`src/sv/assert_macros.svh`:
```
// assertion macros used by nearest_codeword_search
// no dependencies; compiled out when SYNTHESIS is defined
`ifndef ASSERT_MACROS_SVH
`define ASSERT_MACROS_SVH
`ifndef SYNTHESIS
`define NCS_ASSERT_SAME(label, clk, rst_n, ante, cons) \
	label: assert property (@(posedge clk) disable iff (!rst_n) (ante) |-> (cons)) \
		else $error("assertion failed");
`define NCS_ASSERT_NEXT(label, clk, rst_n, ante, cons) \
	label: assert property (@(posedge clk) disable iff (!rst_n) (ante) |=> (cons)) \
		else $error("assertion failed");
`else
`define NCS_ASSERT_SAME(label, clk, rst_n, ante, cons)
`define NCS_ASSERT_NEXT(label, clk, rst_n, ante, cons)
`endif
`endif

```
`src/sv/ncs_pkg.sv`:
```
// shared types and constants of the nearest codeword search block
// no dependencies
package ncs_pkg;
	localparam int DEF_MAX_CODEWORDS = 256;
	localparam int DEF_MAX_DIM       = 16;
	localparam int DEF_SAMPLE_BITS   = 8;
	localparam int DIST_W            = 20;
	localparam int CFG_DATA_W        = 9;
	localparam int CFG_IDX_W         = 1;

	localparam logic [CFG_IDX_W-1:0] CFG_CODEWORD_COUNT = 1'd0;
	localparam logic [CFG_IDX_W-1:0] CFG_VECTOR_LENGTH  = 1'd1;

	localparam logic CMD_LOAD  = 1'b0;
	localparam logic CMD_QUERY = 1'b1;

	typedef enum logic [1:0] {S_IDLE, S_ISSUE, S_DRAIN, S_DONE} ncs_state_t;

	typedef struct packed {
		logic       ld_we;
		logic       q_we;
		logic [7:0] cw;
		logic [3:0] elem;
		logic [7:0] sample;
	} ncs_wr_t;
endpackage

```
`src/sv/ncs_ram.sv`:
```
// generic single write, single read ram with registered read data
// no dependencies
module ncs_ram #(
	parameter int W = 8,
	parameter int D = 256
) (
	input  logic                 clk,
	input  logic                 we,
	input  logic [$clog2(D)-1:0] waddr,
	input  logic [W-1:0]         wdata,
	input  logic [$clog2(D)-1:0] raddr,
	output logic [W-1:0]         rdata
);
	logic [W-1:0] mem [D];

	always_ff @(posedge clk) begin
		if (we) begin
			mem[waddr] <= wdata;
		end
		rdata <= mem[raddr];
	end
endmodule

```
`src/sv/ncs_cell.sv`:
```
// one element cell: codebook column, query element, distance accumulate
// depends on ncs_pkg and ncs_ram
module ncs_cell import ncs_pkg::*; #(
	parameter int MAX_CODEWORDS = DEF_MAX_CODEWORDS,
	parameter int MAX_DIM       = DEF_MAX_DIM,
	parameter int SAMPLE_BITS   = DEF_SAMPLE_BITS,
	parameter int SUM_W         = 2 * DEF_SAMPLE_BITS + 5,
	parameter int ELEM          = 0
) (
	input  logic                             clk,
	input  logic                             arst_n,
	input  ncs_wr_t                          wr,
	input  logic [$clog2(MAX_DIM+1)-1:0]     len,
	input  logic                             vld_i,
	input  logic [$clog2(MAX_CODEWORDS)-1:0] idx_i,
	input  logic [SUM_W-1:0]                 sum_i,
	output logic                             vld_o,
	output logic [$clog2(MAX_CODEWORDS)-1:0] idx_o,
	output logic [SUM_W-1:0]                 sum_o
);
	localparam int AW = $clog2(MAX_CODEWORDS);
	localparam int SB = SAMPLE_BITS;

	logic [SB+7:0]      sample_ext;
	logic [SB-1:0]      sample;
	logic [AW+7:0]      cw_ext;
	logic               elem_hit;
	logic               ram_we;
	logic [SB-1:0]      q_q;
	logic [SB-1:0]      cb_data;
	logic               vld_s1;
	logic [AW-1:0]      idx_s1;
	logic [SUM_W-1:0]   sum_s1;
	logic [SB-1:0]      diff;
	logic [2*SB-1:0]    sq;
	logic               active;

	assign sample_ext = (SB+8)'(wr.sample);
	assign sample     = sample_ext[SB-1:0];
	assign cw_ext     = (AW+8)'(wr.cw);
	assign elem_hit   = (32'(wr.elem) == ELEM);
	assign ram_we     = wr.ld_we && elem_hit && (32'(wr.cw) < MAX_CODEWORDS);
	assign active     = (32'(len) > ELEM);

	ncs_ram #(.W(SB), .D(MAX_CODEWORDS)) u_ram (
		.clk   (clk),
		.we    (ram_we),
		.waddr (cw_ext[AW-1:0]),
		.wdata (sample),
		.raddr (idx_i),
		.rdata (cb_data)
	);

	always_ff @(posedge clk) begin
		if (wr.q_we && elem_hit) begin
			q_q <= sample;
		end
	end

	always_ff @(posedge clk or negedge arst_n) begin
		if (!arst_n) begin
			vld_s1 <= 1'b0;
			vld_o  <= 1'b0;
		end else begin
			vld_s1 <= vld_i;
			vld_o  <= vld_s1;
		end
	end

	assign diff = (cb_data > q_q) ? (cb_data - q_q) : (q_q - cb_data);
	assign sq   = diff * diff;

	always_ff @(posedge clk) begin
		idx_s1 <= idx_i;
		sum_s1 <= sum_i;
		idx_o  <= idx_s1;
		sum_o  <= active ? (sum_s1 + SUM_W'(sq)) : sum_s1;
	end
endmodule

```
`config.mk`:
```
export PLATFORM = sky130hd
export DESIGN_NAME = ncs_cell
export DESIGN_NICKNAME = d
export VERILOG_FILES = /design/src/sv/assert_macros.svh /design/src/sv/ncs_pkg.sv /design/src/sv/ncs_ram.sv /design/src/sv/ncs_cell.sv
export SDC_FILE = /design/constraint.sdc
export NUM_CORES = 2
export LEC_CHECK = 0
export BUFFER_PORTS_ARGS = -buffer_cell sky130_fd_sc_hd__buf_4
export CORE_MARGIN = 2
export CORE_UTILIZATION = 30
export CTS_CLUSTER_SIZE = 28
export DETAILED_ROUTE_END_ITERATION = 6
export PLACE_DENSITY = 0.41
export SYNTH_ARGS = -nofsm -noshare
export SYNTH_HDL_FRONTEND = slang
export SYNTH_SLANG_ARGS = --single-unit
```
`constraint.sdc`:
```
create_clock -name clk -period 9.5 [get_ports clk]
set_clock_uncertainty 0.2 [all_clocks]
set_input_delay 0.475 -clock clk [delete_from_list [all_inputs] [get_ports clk]]
set_output_delay 0.475 -clock clk [all_outputs]
set_load 0.005 [all_outputs]
```
==> results by group <==
Synth
  • Post-synthesis xor/xnor area fraction: 0.00237
  • Top_reg_cell synth: edfxtp_1
  • Most common cell in the netlist: edfxtp_1
  • Syn_nets: 3954
  • Mux cell area share after synthesis: 0.181
  • Post-synthesis register bit count: 2124
  • Synth Area in Compound Gates: 0.0102
  • Post-synth top cells: edfxtp_1 (2056), mux4_2 (640), nor2_1 (293)
  • Yosys warning total: 0
  • Synth Instances: approximately 3800
  • Netlist cell types: 71
  • Main combinational cell family by area after synthesis: multiplexers
  • Seq/Total Area, Yosys: 0.753
  • Post-Synth Simple-Gate Area: 0.0219
  • Asr flop ratio synth: 0.000942
  • Cell taking the most area after synthesis: edfxtp_1
  • Synth Area in Adders: 0.0180
  • Synth top area cells: edfxtp_1 (74%), mux4_2 (17%), dfxtp_1 (1.6%)
  • Mapped Area: 0.0839 sq mm
  • Average footprint of a synthesized cell: 22.1 sq um
  • EDFF count, synth: 2056
  • Top cell type's share of synthesized area: 0.736

Global route
  • Met1 Use GR: 0.226
  • Largest net degree at the start of global routing: 128
  • Global-route wire length before repair: approximately 320 mm
  • Grt met2 use: 0.257
  • Overflow after GRT: 0
  • Busiest grt layer: met2
  • All-layer global routing usage: 0.158
  • Initial antenna violation count: 21
  • Vias in the first global route: 40500
  • Grt met3 use: 0.0238

Cells and area
  • Area Overhead vs Synth: 15.5%
  • Layout cells sized above 1: 0.274
  • Fillers: around 26000
  • Layout Nets: 4197

Timing
  • Fin crit period: 8650 ps
  • Final setup viols: 0
  • RSZ-0062 raised after global routing: no
  • Final hold vios: 0
  • Final WS setup: 850 ps
  • Pins Over Slew Limit: 0
  • Fmax: 0.116 GHz
  • Least-Margin Pin Slew: 1270 ps
  • Period utilization: 0.910
  • Post-Route Setup TNS: 0 ps
  • Max-slew headroom: 0.155

Power
  • Clk network pwr share: 0.357
  • Logic pwr share: 0.217
  • Pint: ~18 mW
  • Power density cells: 253 mW/mm^2
  • Sequential share of power: 0.426
  • P_leak: 30.1 nW
  • IR drop worst, VDD: 0.772 mV
  • Switching Share: 0.278
  • Sw Pwr: 6.79 mW

Worst setup path
  • Delay-heaviest family, CP: compound AO/OA/AOI/OAI gates
  • WS Path Type: register to register
  • Worst setup EP type: register
  • WP buf/inv: 6
  • CP required: 10010 ps
  • Max stage delay cell, worst path: a2111oi_0
  • Startpoint type of the worst setup path: register
  • CP dominant cell by count: fa_1
  • WP data arrival: 9160 ps
  • Crit Path Max Fanout: 8
  • Worst path max stage delay: 650 ps

Floorplanning
  • Rows: between 150 and 200
  • Die area: 0.284 sq mm
  • Die X-Extent: 533 microns
  • Core footprint: 0.279 sq mm
  • Die H: between 500 and 600 microns
  • IO Pins: ~90
  • Starting Density: 0.301

Clock tree
  • Root buffer cell: clkbuf_16
  • Num Clock Sinks: 2124
  • CTS H-tree lvls: 4
  • Clk_lat worst skew: 890 ps
  • CTS tree: yes
  • Clock slew at reported path FFs: about 60 ps
  • Clk buf depth: 4
  • CTS buffer count: 238

Run
  • Max-cap violations: 0

Detailed routing
  • Drt drc: 0
  • Avg Vias per Cell: 4.85
  • Drt pass-1 iters: 7
  • 1st-iter DRT viols: 3105
  • Vias: 38600
  • Wire per inst: 28.6 microns
  • Detail Route Antenna Nets: 0
  • Final WL: 227 mm

Placement
  • GPL Wtd Cong: 0.739
  • IO buf count: 88
  • HPWL Detailed: 136 mm
  • DP Worst Slack: 1210 ps

Hold path
  • Hold WC Path Type: input pin to register

Outcome
  • Status: finished clean
cells by family (layout without fill, tap and decap cells):
kind of cell / after synthesis / in the layout
adders and majority gates: 97 / 97
and+or+nand+nor: 430 / 430
DFF: 2124 / 2124
muxes: 716 / 716
AOI/OAI and AO/OA: 119 / 119
buffers and inverters: 291 / 722
other: 0 / 6
xor gates and xnor gates: 21 / 21
metal layers:
layer  vias up  part of all wire
met5         -           0.00024
li1      16300                 -
met1     21100              0.46
met3       301             0.040
met2       846              0.48
met4         8             0.020
what timing repair did:
| action | 4_1_cts | 5_1_grt |
|---|---|---|
| setup buffers | 0 | 0 |
| resized for setup | 0 | 0 |
| hold buffers | 49 | 0 |
| endpoints found under the hold margin | 474 | 0 |
power by group through the flow:
stage | Sequential (mW) | Clock (mW) | Combinational (mW)
floorplan | 10.6 | 0 | 3.83
global placement | 10.6 | 0 | 5.40
detailed placement | 10.6 | 0 | 5.40
CTS | 10.4 | 8.98 | 5.44
global route | 10.4 | 9.32 | 6.07
finish | 10.4 | 8.73 | 5.30
registers in the layout, indices dropped and copies added, names as in the netlist:
signal / count
vld_o: 1
idx_o: 8
idx_s1: 8
vld_s1: 1
u_ram.mem: 2048
sum_o: 21
q_q: 8
sum_s1: 21
u_ram.rdata: 8
path summary, 6_finish.rpt:
kind,from,endpoint,slack [ps],cells after the start
max,q_q[1],sum_o[18],850,26
min in group asynchronous,arst_n,vld_s1,270,3
max reg2reg,q_q[1],sum_o[18],850,26
min reg2reg,idx_s1[0],idx_o[0],120,0
max in group asynchronous,arst_n,vld_o,8690,3
min,sum_i[6],sum_s1[6],80,2
worst reg2reg max path, cell delays in order, from the launching register on:
cell and delay (ps):
edfxtp_1 410, inv_1 100, fa_1 450, a21o_1 210, a221o_2 470, o311ai_4 530
mux2_2 420, or3_1 360, o211ai_2 380, nand2b_1 180, fa_1 410, inv_1 90
fa_1 460, fa_1 550, inv_1 50, fa_1 470, inv_1 40, ha_1 310
a21oi_1 280, a2bb2oi_1 220, o41ai_1 90, buf_4 160, a2111oi_0 650, o21bai_1 240
o2111ai_1 150, dlygate4sd3_1 570, o311ai_0 120
cell usage in the layout, fill, tap and decap left out, types with 6 or more instances in the layout:
master	Yosys	layout
buf_12	0	9
diode_2	0	6
ha_1	58	58
buf_8	0	11
nand2_2	0	9
dfxtp_1	66	66
and4_1	11	11
nor2b_1	8	8
nor3b_1	8	8
edfxtp_1	2056	2056
buf_4	1	130
nand2b_1	7	7
clkinv_1	0	56
inv_1	94	94
fa_1	39	39
nor3_1	6	6
o21ai_0	26	26
a21oi_1	18	18
mux2_2	7	7
bufinv_16	0	13
clkbuf_16	0	242
mux4_2	640	640
clkbuf_1	113	46
xor2_1	8	8
a22oi_1	32	32
nor2_1	293	292
mux2i_1	69	69
nand3_1	16	10
dlygate4sd3_1	0	49
clkinv_2	0	54
a21o_1	8	8
xnor2_1	11	11
nand3_2	0	6
nand2_1	57	48
final cells by class:
| class | count | area, sq um | area share |
|---|---|---|---|
| flip-flops and latches | 2124 | 63100 | 0.652 |
| multi-input cells | 1383 | 19600 | 0.203 |
| clock buffers | 288 | 6230 | 0.0643 |
| well taps | 3724 | 4660 | 0.0481 |
| repair buffers | 199 | 1810 | 0.0187 |
| clock inverters | 140 | 1020 | 0.0106 |
| inverters | 95 | 357 | 0.00368 |
| diodes | 6 | 15.0 | 0.000155 |
metrics by stage:
stage | total power, mW | cell area (sq um) | hold WS (ps) | instances | utilization
global placement | 16.0 | 89100 | 57.8 | 7476 | 0.320
CTS | 24.9 | 96800 | 0.132 | 7953 | 0.347
global route | 25.8 | 96800 | 18.5 | 7954 | 0.348
detailed placement | 16.0 | 89100 | 58.8 | 7476 | 0.320
floorplan | 14.5 | 83900 | -20.6 | 3798 | -
finish | 24.5 | 96800 | 82.5 | 7959 | 0.348
No activity file was read; power rests on OpenSTA's default activity.
